### config.mk
export PLATFORM = sky130hd
export DESIGN_NAME = flow_ratio_limit_monitor_top_flat
export DESIGN_NICKNAME = d
export VERILOG_FILES = /design/src/flrm_pkg.sv /design/src/flrm_in_if.sv /design/src/flrm_res_if.sv /design/src/flow_ratio_limit_monitor_top.sv /design/src/flrm_ratio_check.sv /design/src/flrm_counter.sv /design/src/flat_wrapper.sv
export SDC_FILE = /design/constraint.sdc
export NUM_CORES = 2
export LEC_CHECK = 0
export BUFFER_PORTS_ARGS = -buffer_cell sky130_fd_sc_hd__buf_4
export CAP_MARGIN = 0
export CORE_UTILIZATION = 60
export CTS_CLUSTER_DIAMETER = 200
export DETAILED_ROUTE_END_ITERATION = 10
export PLACE_DENSITY = 0.88
export SYNTH_ARGS = -nofsm -noshare
export SYNTH_HDL_FRONTEND = slang
export SYNTH_SLANG_ARGS = --single-unit
### constraint.sdc
create_clock -name i_clk -period 16.8 [get_ports i_clk]
set_input_delay 2.52 -clock i_clk [delete_from_list [all_inputs] [get_ports i_clk]]
set_output_delay 2.52 -clock i_clk [all_outputs]
set_load 0.01 [all_outputs]
### src/flrm_pkg.sv
// Shared types and constants for the flow ratio limit monitor.
package flrm_pkg;

    localparam int RATIO_WIDTH     = 16;
    localparam int FILTER_WIDTH    = 8;
    localparam int CFG_INDEX_WIDTH = 3;
    localparam int CFG_DATA_WIDTH  = 16;
    localparam int AC_MIN_DELTA    = 5;

    localparam logic [RATIO_WIDTH-1:0]  MIN_RATIO_RESET   = 16'd1536;
    localparam logic [RATIO_WIDTH-1:0]  MAX_RATIO_RESET   = 16'd3328;
    localparam logic [FILTER_WIDTH-1:0] LOW_FILTER_RESET  = 8'd10;
    localparam logic [FILTER_WIDTH-1:0] HIGH_FILTER_RESET = 8'd10;

    typedef enum logic [1:0] {
        CMD_SAMPLE      = 2'd0,
        CMD_STATE       = 2'd1,
        CMD_CYCLE_START = 2'd2
    } t_cmd;

    typedef enum logic [1:0] {
        CLASS_ACTIVATE   = 2'd0,
        CLASS_DEACTIVATE = 2'd1,
        CLASS_NO_CHANGE  = 2'd2
    } t_class;

    typedef enum logic [CFG_INDEX_WIDTH-1:0] {
        CFG_MIN_RATIO   = 3'd0,
        CFG_MAX_RATIO   = 3'd1,
        CFG_LOW_FILTER  = 3'd2,
        CFG_HIGH_FILTER = 3'd3,
        CFG_MON_ENABLE  = 3'd4
    } t_cfg_index;

    typedef struct packed {
        logic below;
        logic above;
    } t_ratio_flags;

    typedef struct packed {
        logic step;
        logic clear;
        logic fail;
    } t_cnt_ctrl;

endpackage

### src/flrm_in_if.sv
// Input channel: one sample or command word with valid/ready handshake.
interface flrm_in_if #(
    parameter int VOLUME_WIDTH = 20
);
    logic                    valid;
    logic                    ready;
    logic [1:0]              cmd;
    logic                    draw_phase;
    logic [1:0]              state_class;
    logic [VOLUME_WIDTH-1:0] delta_ac;
    logic [VOLUME_WIDTH-1:0] delta_inlet;
    logic [VOLUME_WIDTH-1:0] delta_return;

    modport source (
        output valid, cmd, draw_phase, state_class, delta_ac, delta_inlet, delta_return,
        input  ready
    );
    modport sink (
        input  valid, cmd, draw_phase, state_class, delta_ac, delta_inlet, delta_return,
        output ready
    );
endinterface

### src/flrm_res_if.sv
// Result channel: one status word per input word with valid/ready handshake.
interface flrm_res_if #(
    parameter int COUNT_WIDTH = 8
);
    logic                   valid;
    logic                   ready;
    logic                   low_alarm;
    logic                   high_alarm;
    logic                   dump_request;
    logic [COUNT_WIDTH-1:0] low_count_out;
    logic [COUNT_WIDTH-1:0] high_count_out;
    logic                   active_out;

    modport source (
        output valid, low_alarm, high_alarm, dump_request, low_count_out, high_count_out,
               active_out,
        input  ready
    );
    modport sink (
        input  valid, low_alarm, high_alarm, dump_request, low_count_out, high_count_out,
               active_out,
        output ready
    );
endinterface

### src/flow_ratio_limit_monitor_top.sv
// Top level: input register, ratio check, limit counters and result register.
// Flow: a word accepted into the input register moves into the result register once
// that register is empty or is being read out; a stalled receiver holds it back.
// Throughput: one word per cycle while the receiver takes results; both multiplies and
// counter updates finish in the single stage between the input register and the result register.
// Reset (synchronous, active low): counters and active clear, dump request is armed,
// configuration returns to its defaults and both pipeline stages empty.
module flow_ratio_limit_monitor_top #(
    parameter int VOLUME_WIDTH = 20,
    parameter int COUNT_WIDTH  = 8
) (
    input  logic                                 i_clk,
    input  logic                                 i_rst_n,
    flrm_in_if.sink                              i_in,
    flrm_res_if.source                           o_res,
    input  logic                                 i_cfg_we,
    input  logic [flrm_pkg::CFG_INDEX_WIDTH-1:0] i_cfg_index,
    input  logic [flrm_pkg::CFG_DATA_WIDTH-1:0]  i_cfg_data
);
    // Configuration registers
    logic [flrm_pkg::RATIO_WIDTH-1:0]  r_min_ratio;
    logic [flrm_pkg::RATIO_WIDTH-1:0]  r_max_ratio;
    logic [flrm_pkg::FILTER_WIDTH-1:0] r_low_filter;
    logic [flrm_pkg::FILTER_WIDTH-1:0] r_high_filter;
    logic                              r_mon_enable;

    always_ff @(posedge i_clk) begin
        if (!i_rst_n) begin
            r_min_ratio   <= flrm_pkg::MIN_RATIO_RESET;
            r_max_ratio   <= flrm_pkg::MAX_RATIO_RESET;
            r_low_filter  <= flrm_pkg::LOW_FILTER_RESET;
            r_high_filter <= flrm_pkg::HIGH_FILTER_RESET;
            r_mon_enable  <= 1'b0;
        end else if (i_cfg_we) begin
            unique case (i_cfg_index)
                flrm_pkg::CFG_MIN_RATIO:   r_min_ratio   <= i_cfg_data;
                flrm_pkg::CFG_MAX_RATIO:   r_max_ratio   <= i_cfg_data;
                flrm_pkg::CFG_LOW_FILTER:  r_low_filter  <= i_cfg_data[flrm_pkg::FILTER_WIDTH-1:0];
                flrm_pkg::CFG_HIGH_FILTER: r_high_filter <= i_cfg_data[flrm_pkg::FILTER_WIDTH-1:0];
                flrm_pkg::CFG_MON_ENABLE:  r_mon_enable  <= i_cfg_data[0];
                default: ;
            endcase
        end
    end

    // Input register stage
    logic                    r_s1_valid;
    logic [1:0]              r_cmd;
    logic                    r_draw;
    logic [1:0]              r_class;
    logic [VOLUME_WIDTH-1:0] r_ac;
    logic [VOLUME_WIDTH-1:0] r_inlet;
    logic [VOLUME_WIDTH-1:0] r_return;

    logic r_out_valid;
    logic s1_advance;
    logic in_take;

    assign s1_advance = r_s1_valid && (!r_out_valid || o_res.ready);
    assign i_in.ready = !r_s1_valid || s1_advance;
    assign in_take    = i_in.valid && i_in.ready;

    always_ff @(posedge i_clk) begin
        if (!i_rst_n) begin
            r_s1_valid <= 1'b0;
        end else if (i_in.ready) begin
            r_s1_valid <= i_in.valid;
        end
    end

    always_ff @(posedge i_clk) begin
        if (in_take) begin
            r_cmd    <= i_in.cmd;
            r_draw   <= i_in.draw_phase;
            r_class  <= i_in.state_class;
            r_ac     <= i_in.delta_ac;
            r_inlet  <= i_in.delta_inlet;
            r_return <= i_in.delta_return;
        end
    end

    // Processing of the word held in the input register
    flrm_pkg::t_ratio_flags flags;
    flrm_pkg::t_cnt_ctrl    lo_ctrl;
    flrm_pkg::t_cnt_ctrl    hi_ctrl;
    logic [COUNT_WIDTH-1:0] lo_count_next;
    logic [COUNT_WIDTH-1:0] hi_count_next;
    logic                   lo_alarm;
    logic                   hi_alarm;
    logic                   sample_check;
    logic                   cycle_clear;
    logic                   r_active;
    logic                   n_active;
    logic                   r_dump_pending;
    logic                   dump;

    flrm_ratio_check #(
        .VOLUME_WIDTH(VOLUME_WIDTH)
    ) u_ratio (
        .i_delta_ac    (r_ac),
        .i_delta_inlet (r_inlet),
        .i_delta_return(r_return),
        .i_min_ratio   (r_min_ratio),
        .i_max_ratio   (r_max_ratio),
        .o_flags       (flags)
    );

    always_comb begin
        sample_check = 1'b0;
        cycle_clear  = 1'b0;
        n_active     = r_active;
        unique case (r_cmd)
            flrm_pkg::CMD_SAMPLE: begin
                sample_check = r_active && r_mon_enable && r_draw &&
                               (r_ac > VOLUME_WIDTH'(flrm_pkg::AC_MIN_DELTA));
            end
            flrm_pkg::CMD_STATE: begin
                if (r_class == flrm_pkg::CLASS_ACTIVATE) begin
                    n_active = 1'b1;
                end else if (r_class == flrm_pkg::CLASS_DEACTIVATE) begin
                    n_active = 1'b0;
                end
            end
            flrm_pkg::CMD_CYCLE_START: begin
                cycle_clear = r_draw;
            end
            default: ;
        endcase
    end

    assign lo_ctrl.step  = s1_advance && sample_check;
    assign lo_ctrl.clear = s1_advance && cycle_clear;
    assign lo_ctrl.fail  = flags.below;
    assign hi_ctrl.step  = s1_advance && sample_check;
    assign hi_ctrl.clear = s1_advance && cycle_clear;
    assign hi_ctrl.fail  = flags.above;

    flrm_counter #(
        .COUNT_WIDTH(COUNT_WIDTH)
    ) u_low_cnt (
        .i_clk       (i_clk),
        .i_rst_n     (i_rst_n),
        .i_ctrl      (lo_ctrl),
        .i_filter    (r_low_filter),
        .o_count_next(lo_count_next),
        .o_alarm     (lo_alarm)
    );

    flrm_counter #(
        .COUNT_WIDTH(COUNT_WIDTH)
    ) u_high_cnt (
        .i_clk       (i_clk),
        .i_rst_n     (i_rst_n),
        .i_ctrl      (hi_ctrl),
        .i_filter    (r_high_filter),
        .o_count_next(hi_count_next),
        .o_alarm     (hi_alarm)
    );

    assign dump = (lo_alarm || hi_alarm) && r_dump_pending;

    always_ff @(posedge i_clk) begin
        if (!i_rst_n) begin
            r_active       <= 1'b0;
            r_dump_pending <= 1'b1;
        end else if (s1_advance) begin
            r_active <= n_active;
            if (dump) begin
                r_dump_pending <= 1'b0;
            end
        end
    end

    // Result register
    logic                   r_res_low_alarm;
    logic                   r_res_high_alarm;
    logic                   r_res_dump;
    logic [COUNT_WIDTH-1:0] r_res_low_count;
    logic [COUNT_WIDTH-1:0] r_res_high_count;
    logic                   r_res_active;

    always_ff @(posedge i_clk) begin
        if (!i_rst_n) begin
            r_out_valid <= 1'b0;
        end else if (s1_advance) begin
            r_out_valid <= 1'b1;
        end else if (o_res.ready) begin
            r_out_valid <= 1'b0;
        end
    end

    always_ff @(posedge i_clk) begin
        if (s1_advance) begin
            r_res_low_alarm  <= lo_alarm;
            r_res_high_alarm <= hi_alarm;
            r_res_dump       <= dump;
            r_res_low_count  <= lo_count_next;
            r_res_high_count <= hi_count_next;
            r_res_active     <= n_active;
        end
    end

    assign o_res.valid          = r_out_valid;
    assign o_res.low_alarm      = r_res_low_alarm;
    assign o_res.high_alarm     = r_res_high_alarm;
    assign o_res.dump_request   = r_res_dump;
    assign o_res.low_count_out  = r_res_low_count;
    assign o_res.high_count_out = r_res_high_count;
    assign o_res.active_out     = r_res_active;
endmodule

### src/flrm_ratio_check.sv
// Cross-multiplied ratio test of (inlet - return) / ac against both limits.
module flrm_ratio_check #(
    parameter int VOLUME_WIDTH = 20
) (
    input  logic [VOLUME_WIDTH-1:0]             i_delta_ac,
    input  logic [VOLUME_WIDTH-1:0]             i_delta_inlet,
    input  logic [VOLUME_WIDTH-1:0]             i_delta_return,
    input  logic [flrm_pkg::RATIO_WIDTH-1:0]    i_min_ratio,
    input  logic [flrm_pkg::RATIO_WIDTH-1:0]    i_max_ratio,
    output flrm_pkg::t_ratio_flags              o_flags
);
    localparam int PROD_WIDTH = VOLUME_WIDTH + flrm_pkg::RATIO_WIDTH;

    logic [VOLUME_WIDTH:0]   diff;
    logic                    diff_neg;
    logic [PROD_WIDTH-1:0]   scaled_diff;
    logic [PROD_WIDTH-1:0]   lo_lim;
    logic [PROD_WIDTH-1:0]   hi_lim;

    assign diff     = {1'b0, i_delta_inlet} - {1'b0, i_delta_return};
    assign diff_neg = diff[VOLUME_WIDTH];

    // Scaling by 256 matches the Q8.8 limits; the top 8 bits stay zero.
    assign scaled_diff = {8'd0, diff[VOLUME_WIDTH-1:0], 8'd0};
    assign lo_lim      = PROD_WIDTH'(i_min_ratio) * PROD_WIDTH'(i_delta_ac);
    assign hi_lim      = PROD_WIDTH'(i_max_ratio) * PROD_WIDTH'(i_delta_ac);

    // A negative difference sits below every limit and above none.
    assign o_flags.below = diff_neg || (scaled_diff < lo_lim);
    assign o_flags.above = !diff_neg && (scaled_diff > hi_lim);
endmodule

### src/flrm_counter.sv
// Saturating up/down leaky counter with filter compare for one limit.
module flrm_counter #(
    parameter int COUNT_WIDTH = 8
) (
    input  logic                              i_clk,
    input  logic                              i_rst_n,
    input  flrm_pkg::t_cnt_ctrl               i_ctrl,
    input  logic [flrm_pkg::FILTER_WIDTH-1:0] i_filter,
    output logic [COUNT_WIDTH-1:0]            o_count_next,
    output logic                              o_alarm
);
    localparam int CMP_WIDTH = (COUNT_WIDTH > flrm_pkg::FILTER_WIDTH) ?
                               COUNT_WIDTH : flrm_pkg::FILTER_WIDTH;
    localparam logic [COUNT_WIDTH-1:0] COUNT_TOP = '1;

    logic [COUNT_WIDTH-1:0] r_count;
    logic [COUNT_WIDTH-1:0] n_count;

    always_comb begin
        n_count = r_count;
        if (i_ctrl.clear) begin
            n_count = '0;
        end else if (i_ctrl.step) begin
            if (i_ctrl.fail) begin
                if (r_count != COUNT_TOP) begin
                    n_count = r_count + COUNT_WIDTH'(1);
                end
            end else if (r_count != '0) begin
                n_count = r_count - COUNT_WIDTH'(1);
            end
        end
    end

    always_ff @(posedge i_clk) begin
        if (!i_rst_n) begin
            r_count <= '0;
        end else begin
            r_count <= n_count;
        end
    end

    assign o_count_next = n_count;
    assign o_alarm = i_ctrl.step && !i_ctrl.clear && i_ctrl.fail &&
                     (CMP_WIDTH'(n_count) > CMP_WIDTH'(i_filter));
endmodule

### src/flat_wrapper.sv
// flat-port wrapper written by rule: the top's interface ports become plain ports
module flow_ratio_limit_monitor_top_flat 
#(
    parameter int VOLUME_WIDTH = 20,
    parameter int COUNT_WIDTH  = 8
)
  (i_clk, i_rst_n, i_cfg_we, i_cfg_index, i_cfg_data, i_in_valid, i_in_cmd, i_in_draw_phase, i_in_state_class, i_in_delta_ac, i_in_delta_inlet, i_in_delta_return, i_in_ready, o_res_valid, o_res_low_alarm, o_res_high_alarm, o_res_dump_request, o_res_low_count_out, o_res_high_count_out, o_res_active_out, o_res_ready);
  flrm_in_if #(.VOLUME_WIDTH(VOLUME_WIDTH)) i_in_i ();
  flrm_res_if #(.COUNT_WIDTH(COUNT_WIDTH)) o_res_i ();
  input  logic i_clk;
  input  logic i_rst_n;
  input  logic i_cfg_we;
  input  logic [flrm_pkg::CFG_INDEX_WIDTH-1:0] i_cfg_index;
  input  logic [flrm_pkg::CFG_DATA_WIDTH-1:0] i_cfg_data;
  input wire logic [$bits(i_in_i.valid)-1:0] i_in_valid;
  input wire logic [$bits(i_in_i.cmd)-1:0] i_in_cmd;
  input wire logic [$bits(i_in_i.draw_phase)-1:0] i_in_draw_phase;
  input wire logic [$bits(i_in_i.state_class)-1:0] i_in_state_class;
  input wire logic [$bits(i_in_i.delta_ac)-1:0] i_in_delta_ac;
  input wire logic [$bits(i_in_i.delta_inlet)-1:0] i_in_delta_inlet;
  input wire logic [$bits(i_in_i.delta_return)-1:0] i_in_delta_return;
  output wire logic [$bits(i_in_i.ready)-1:0] i_in_ready;
  output wire logic [$bits(o_res_i.valid)-1:0] o_res_valid;
  output wire logic [$bits(o_res_i.low_alarm)-1:0] o_res_low_alarm;
  output wire logic [$bits(o_res_i.high_alarm)-1:0] o_res_high_alarm;
  output wire logic [$bits(o_res_i.dump_request)-1:0] o_res_dump_request;
  output wire logic [$bits(o_res_i.low_count_out)-1:0] o_res_low_count_out;
  output wire logic [$bits(o_res_i.high_count_out)-1:0] o_res_high_count_out;
  output wire logic [$bits(o_res_i.active_out)-1:0] o_res_active_out;
  input wire logic [$bits(o_res_i.ready)-1:0] o_res_ready;
  assign i_in_i.valid = i_in_valid;
  assign i_in_i.cmd = i_in_cmd;
  assign i_in_i.draw_phase = i_in_draw_phase;
  assign i_in_i.state_class = i_in_state_class;
  assign i_in_i.delta_ac = i_in_delta_ac;
  assign i_in_i.delta_inlet = i_in_delta_inlet;
  assign i_in_i.delta_return = i_in_delta_return;
  assign i_in_ready = i_in_i.ready;
  assign o_res_valid = o_res_i.valid;
  assign o_res_low_alarm = o_res_i.low_alarm;
  assign o_res_high_alarm = o_res_i.high_alarm;
  assign o_res_dump_request = o_res_i.dump_request;
  assign o_res_low_count_out = o_res_i.low_count_out;
  assign o_res_high_count_out = o_res_i.high_count_out;
  assign o_res_active_out = o_res_i.active_out;
  assign o_res_i.ready = o_res_ready;
  flow_ratio_limit_monitor_top #(.VOLUME_WIDTH(VOLUME_WIDTH), .COUNT_WIDTH(COUNT_WIDTH)) u_core (.i_clk(i_clk), .i_rst_n(i_rst_n), .i_in(i_in_i), .o_res(o_res_i), .i_cfg_we(i_cfg_we), .i_cfg_index(i_cfg_index), .i_cfg_data(i_cfg_data));
endmodule
==> run metrics <==
status=finished clean; Tot GR Track Use=31.0%; flip-flop and latch count after synthesis=154; Mapped Area=29,500 µm²; # H-tree levels=4; Slew Viols, Final=0; Die Y=224 µm; clock power share=17.6%; Critical Path AT=11.12 ns; Core Footprint=48,100 µm²; Hold-fix buffers, CTS=0; async set-reset flop share out of synthesis=0%; Final ANT Viol Nets=0; 1st-iter DRT viols=2,031; Post-DP Area=30,800 µm²; sequential power share=18.2%; via-per-instance ratio=5.88; WP buf/inv=4; Post-synth top cells=inv_1, nand2_1, fa_1; synth warn=0; Vias=23,678; Avg Inst Size Synth=8.79 µm²; startpoint types=flop; combinational power share=64.2%; drt pass-1 iters=9; final setup fails=0; FP Rows=80; Fillers=3,695; Net Count, Synth=4,244; count leader, synth=inv_1; Sw Pwr=1120 µW; Root Driver=clkbuf_16; number of placed cells counting well taps=3,993; clock skew=0.0253 ns; CTS tree=yes; port bufs=110; Final Hold Fails=0; largest net degree at the start of global routing=66; post-synthesis sequential area ratio=13.3%; largest area contributor in the netlist=fa_1; Int Power=1240 µW; Worst R2R Start=u_core.r_min_ratio[3]; layout cell share with drive strength beyond 1=6.06%; Tmin final=10.93 ns; global route overflow=0; slew margin rel.=27.2%; post-cts resize count=0; Max Cap Viol=0; global-route wire length before repair=122,000 µm; Critical Path Source=u_core.r_min_ratio[3]; peak supply drop=93.0 µV; hpwl dp=56,000 µm; Post-Layout Cell Count=4,025; Ant. Diodes=0; Synth top area share=34.0%; CP endpoint kind=flop; # nets final=4,244; RSZ-0062 raised after global routing=false; starting density of the core=61.2%; final critical-path share of the clock period=65.1%; Area contributors post-synth=fa_1, ha_1, edfxtp_1; Static Leak=0.0151 µW; EDFF count, synth=85; Layout area overhead=6.38%; Pwr Density=75.1 nW/µm²; worst-margin pin slew=1.09 ns; slowest CP cell=dfxtp_1; IO Count=111; Placer Congestion=0.943; Hold Crit Class=flop to flop; Post-Route WL=74,600 µm; Sw Ratio=47.5%; PnR worst setup slack=5.87 ns; clk slew on worst S/H paths=0.07 ns; postcts setup bufs=0; family with the most delay on the worst path=adder cells; main flop type after synthesis=edfxtp_1; Avg WL per Cell=18.5 µm; clk_lat worst skew=0.48 ns; vias in the first global route=24,569; DRC=0; initial antenna violation count=0; worst hold start=u_core.r_low_filter[7]; Design Area, Final=31,400 µm²; cells after synthesis=3,356; clock tree sinks=154; slowest cell delay on critical path=0.96 ns; total negative slack=0 ns; number of unique standard cell types used by synthesis=79; die area=50,000 µm²; Top cell by count, worst path=fa_1; cts bufs inserted=17; crit path max fanout=21; Post-Place Worst Slack=6.16 ns; Required @ worst endpoint=16.99 ns; FMAX=0.0915 GHz; critical path class=flop to flop; Die Width=224 µm; Clock Tree Buf Depth=2
==> kinds of logic after synthesis <==
family	synth area share [%]
xor gates and xnor gates	2.44
DFF	13.3
muxes	0.594
adders and majority gates	46.7
AOI/OAI and AO/OA	8.74
buffers and inverters	10.4
and+or+nand+nor	17.8
==> placed cells by master, fill, tap and decap left out, drive strengths merged, types with 5 or more instances in the layout <==
cell type,Yosys,routed
buf,6,143
xnor2,43,43
a21oi,144,144
nand4,25,25
xor2,39,39
nor3,18,18
nor4,14,14
inv,653,658
or2,5,5
nand2,558,558
clkbuf,156,20
o31ai,8,8
a21o,45,45
nand2b,15,15
and3,16,16
edfxtp,85,85
or3,14,14
o21ai,64,64
a211oi,18,18
mux2i,13,13
o211ai,14,14
nor2b,15,15
and2,269,269
nor2,77,77
ha,298,298
nand3,41,41
a21boi,11,11
fa,501,501
a31oi,10,10
o21bai,16,16
nand3b,5,5
o22ai,5,5
a221oi,5,5
dfxtp,69,69
o21a,15,15
==> routing by layer <==
metal / up-vias / share of wire [%] / GRT usage, % / wire length, µm
li1: 10456 / - / - / -
met1: 11782 / 37 / 39.2 / 27900
met2: 1174 / 47 / 50.9 / 35400
met3: 266 / 9.4 / 5.57 / 7040
met4: 0 / 5.7 / 16.2 / 4210
met5: - / 0 / 0 / 0
==> sequential cells by signal, summed over array words and instances, names as in the netlist <==
| signal | count |
|---|---|
| u_core.r_return | 20 |
| u_core.r_cmd | 2 |
| u_core.r_dump_pending | 1 |
| u_core.r_inlet | 20 |
| u_core.r_draw | 1 |
| u_core.o_res.low_alarm | 1 |
| u_core.o_res.active_out | 1 |
| u_core.r_ac | 20 |
| u_core.o_res.high_count_out | 8 |
| u_core.o_res.valid | 1 |
| u_core.r_active | 1 |
| u_core.r_mon_enable | 1 |
| u_core.u_low_cnt.r_count | 8 |
| u_core.o_res.high_alarm | 1 |
| u_core.u_high_cnt.r_count | 8 |
| u_core.r_min_ratio | 16 |
| u_core.r_max_ratio | 16 |
| u_core.r_low_filter | 8 |
| u_core.r_high_filter | 8 |
| u_core.r_s1_valid | 1 |
| u_core.o_res.low_count_out | 8 |
| u_core.o_res.dump_request | 1 |
| u_core.r_class | 2 |
==> metrics by stage <==
stage	total power [µW]	util [%]	hold WS (ns)
2_1_floorplan	1550	-	0.435
3_3_place_gp	1860	63.9	0.444
3_5_place_dp	1910	63.9	0.446
4_1_cts	2330	65.2	0.455
5_1_grt	2560	65.2	0.481
6_report	2360	65.2	0.457
==> layout make-up <==
| cell class | instances | area, µm² | area share [%] |
|---|---|---|---|
| clock buffer | 20 | 468 | 1.49 |
| timing repair buffer | 143 | 1070 | 3.42 |
| inverter | 653 | 2450 | 7.81 |
| clock inverter | 12 | 130 | 0.415 |
| sequential | 154 | 3930 | 12.5 |
| multi-input combinational | 2387 | 22500 | 71.7 |
| tap | 656 | 821 | 2.62 |
==> worst reg2reg max path, delay by kind of cell, from the launching register on <==
family                   cells  cell delay (ns)
XOR/XNOR                     1             0.12
multiplexers                 1             0.36
AO/OA/AOI/OAI               12             2.51
adder cells (fa/ha/maj)      9             4.01
AND/OR/NAND/NOR             11             2.27
buffers and inverters        4             0.42
flip-flops                   1             0.96
==> power groups by stage <==
stage          Sequential [µW]  Clock (µW)  Combinational, µW
3_3_place_gp               436           0               1420
4_1_cts                    428         413               1490
5_1_grt                    431         427               1700
2_1_floorplan              428           0               1120
3_5_place_dp               436           0               1480
6_report                   429         414               1510
==> path summary, 6_finish.rpt <==
kind                          endpoint  slack, ns  cells after the start
max          u_core.o_res.dump_request       5.87                     38
max reg2reg  u_core.o_res.dump_request       5.87                     38
min             u_core.r_low_filter[7]       0.46                      2
min reg2reg     u_core.r_low_filter[7]       0.46                      2
(Power assumes the default switching activity.)
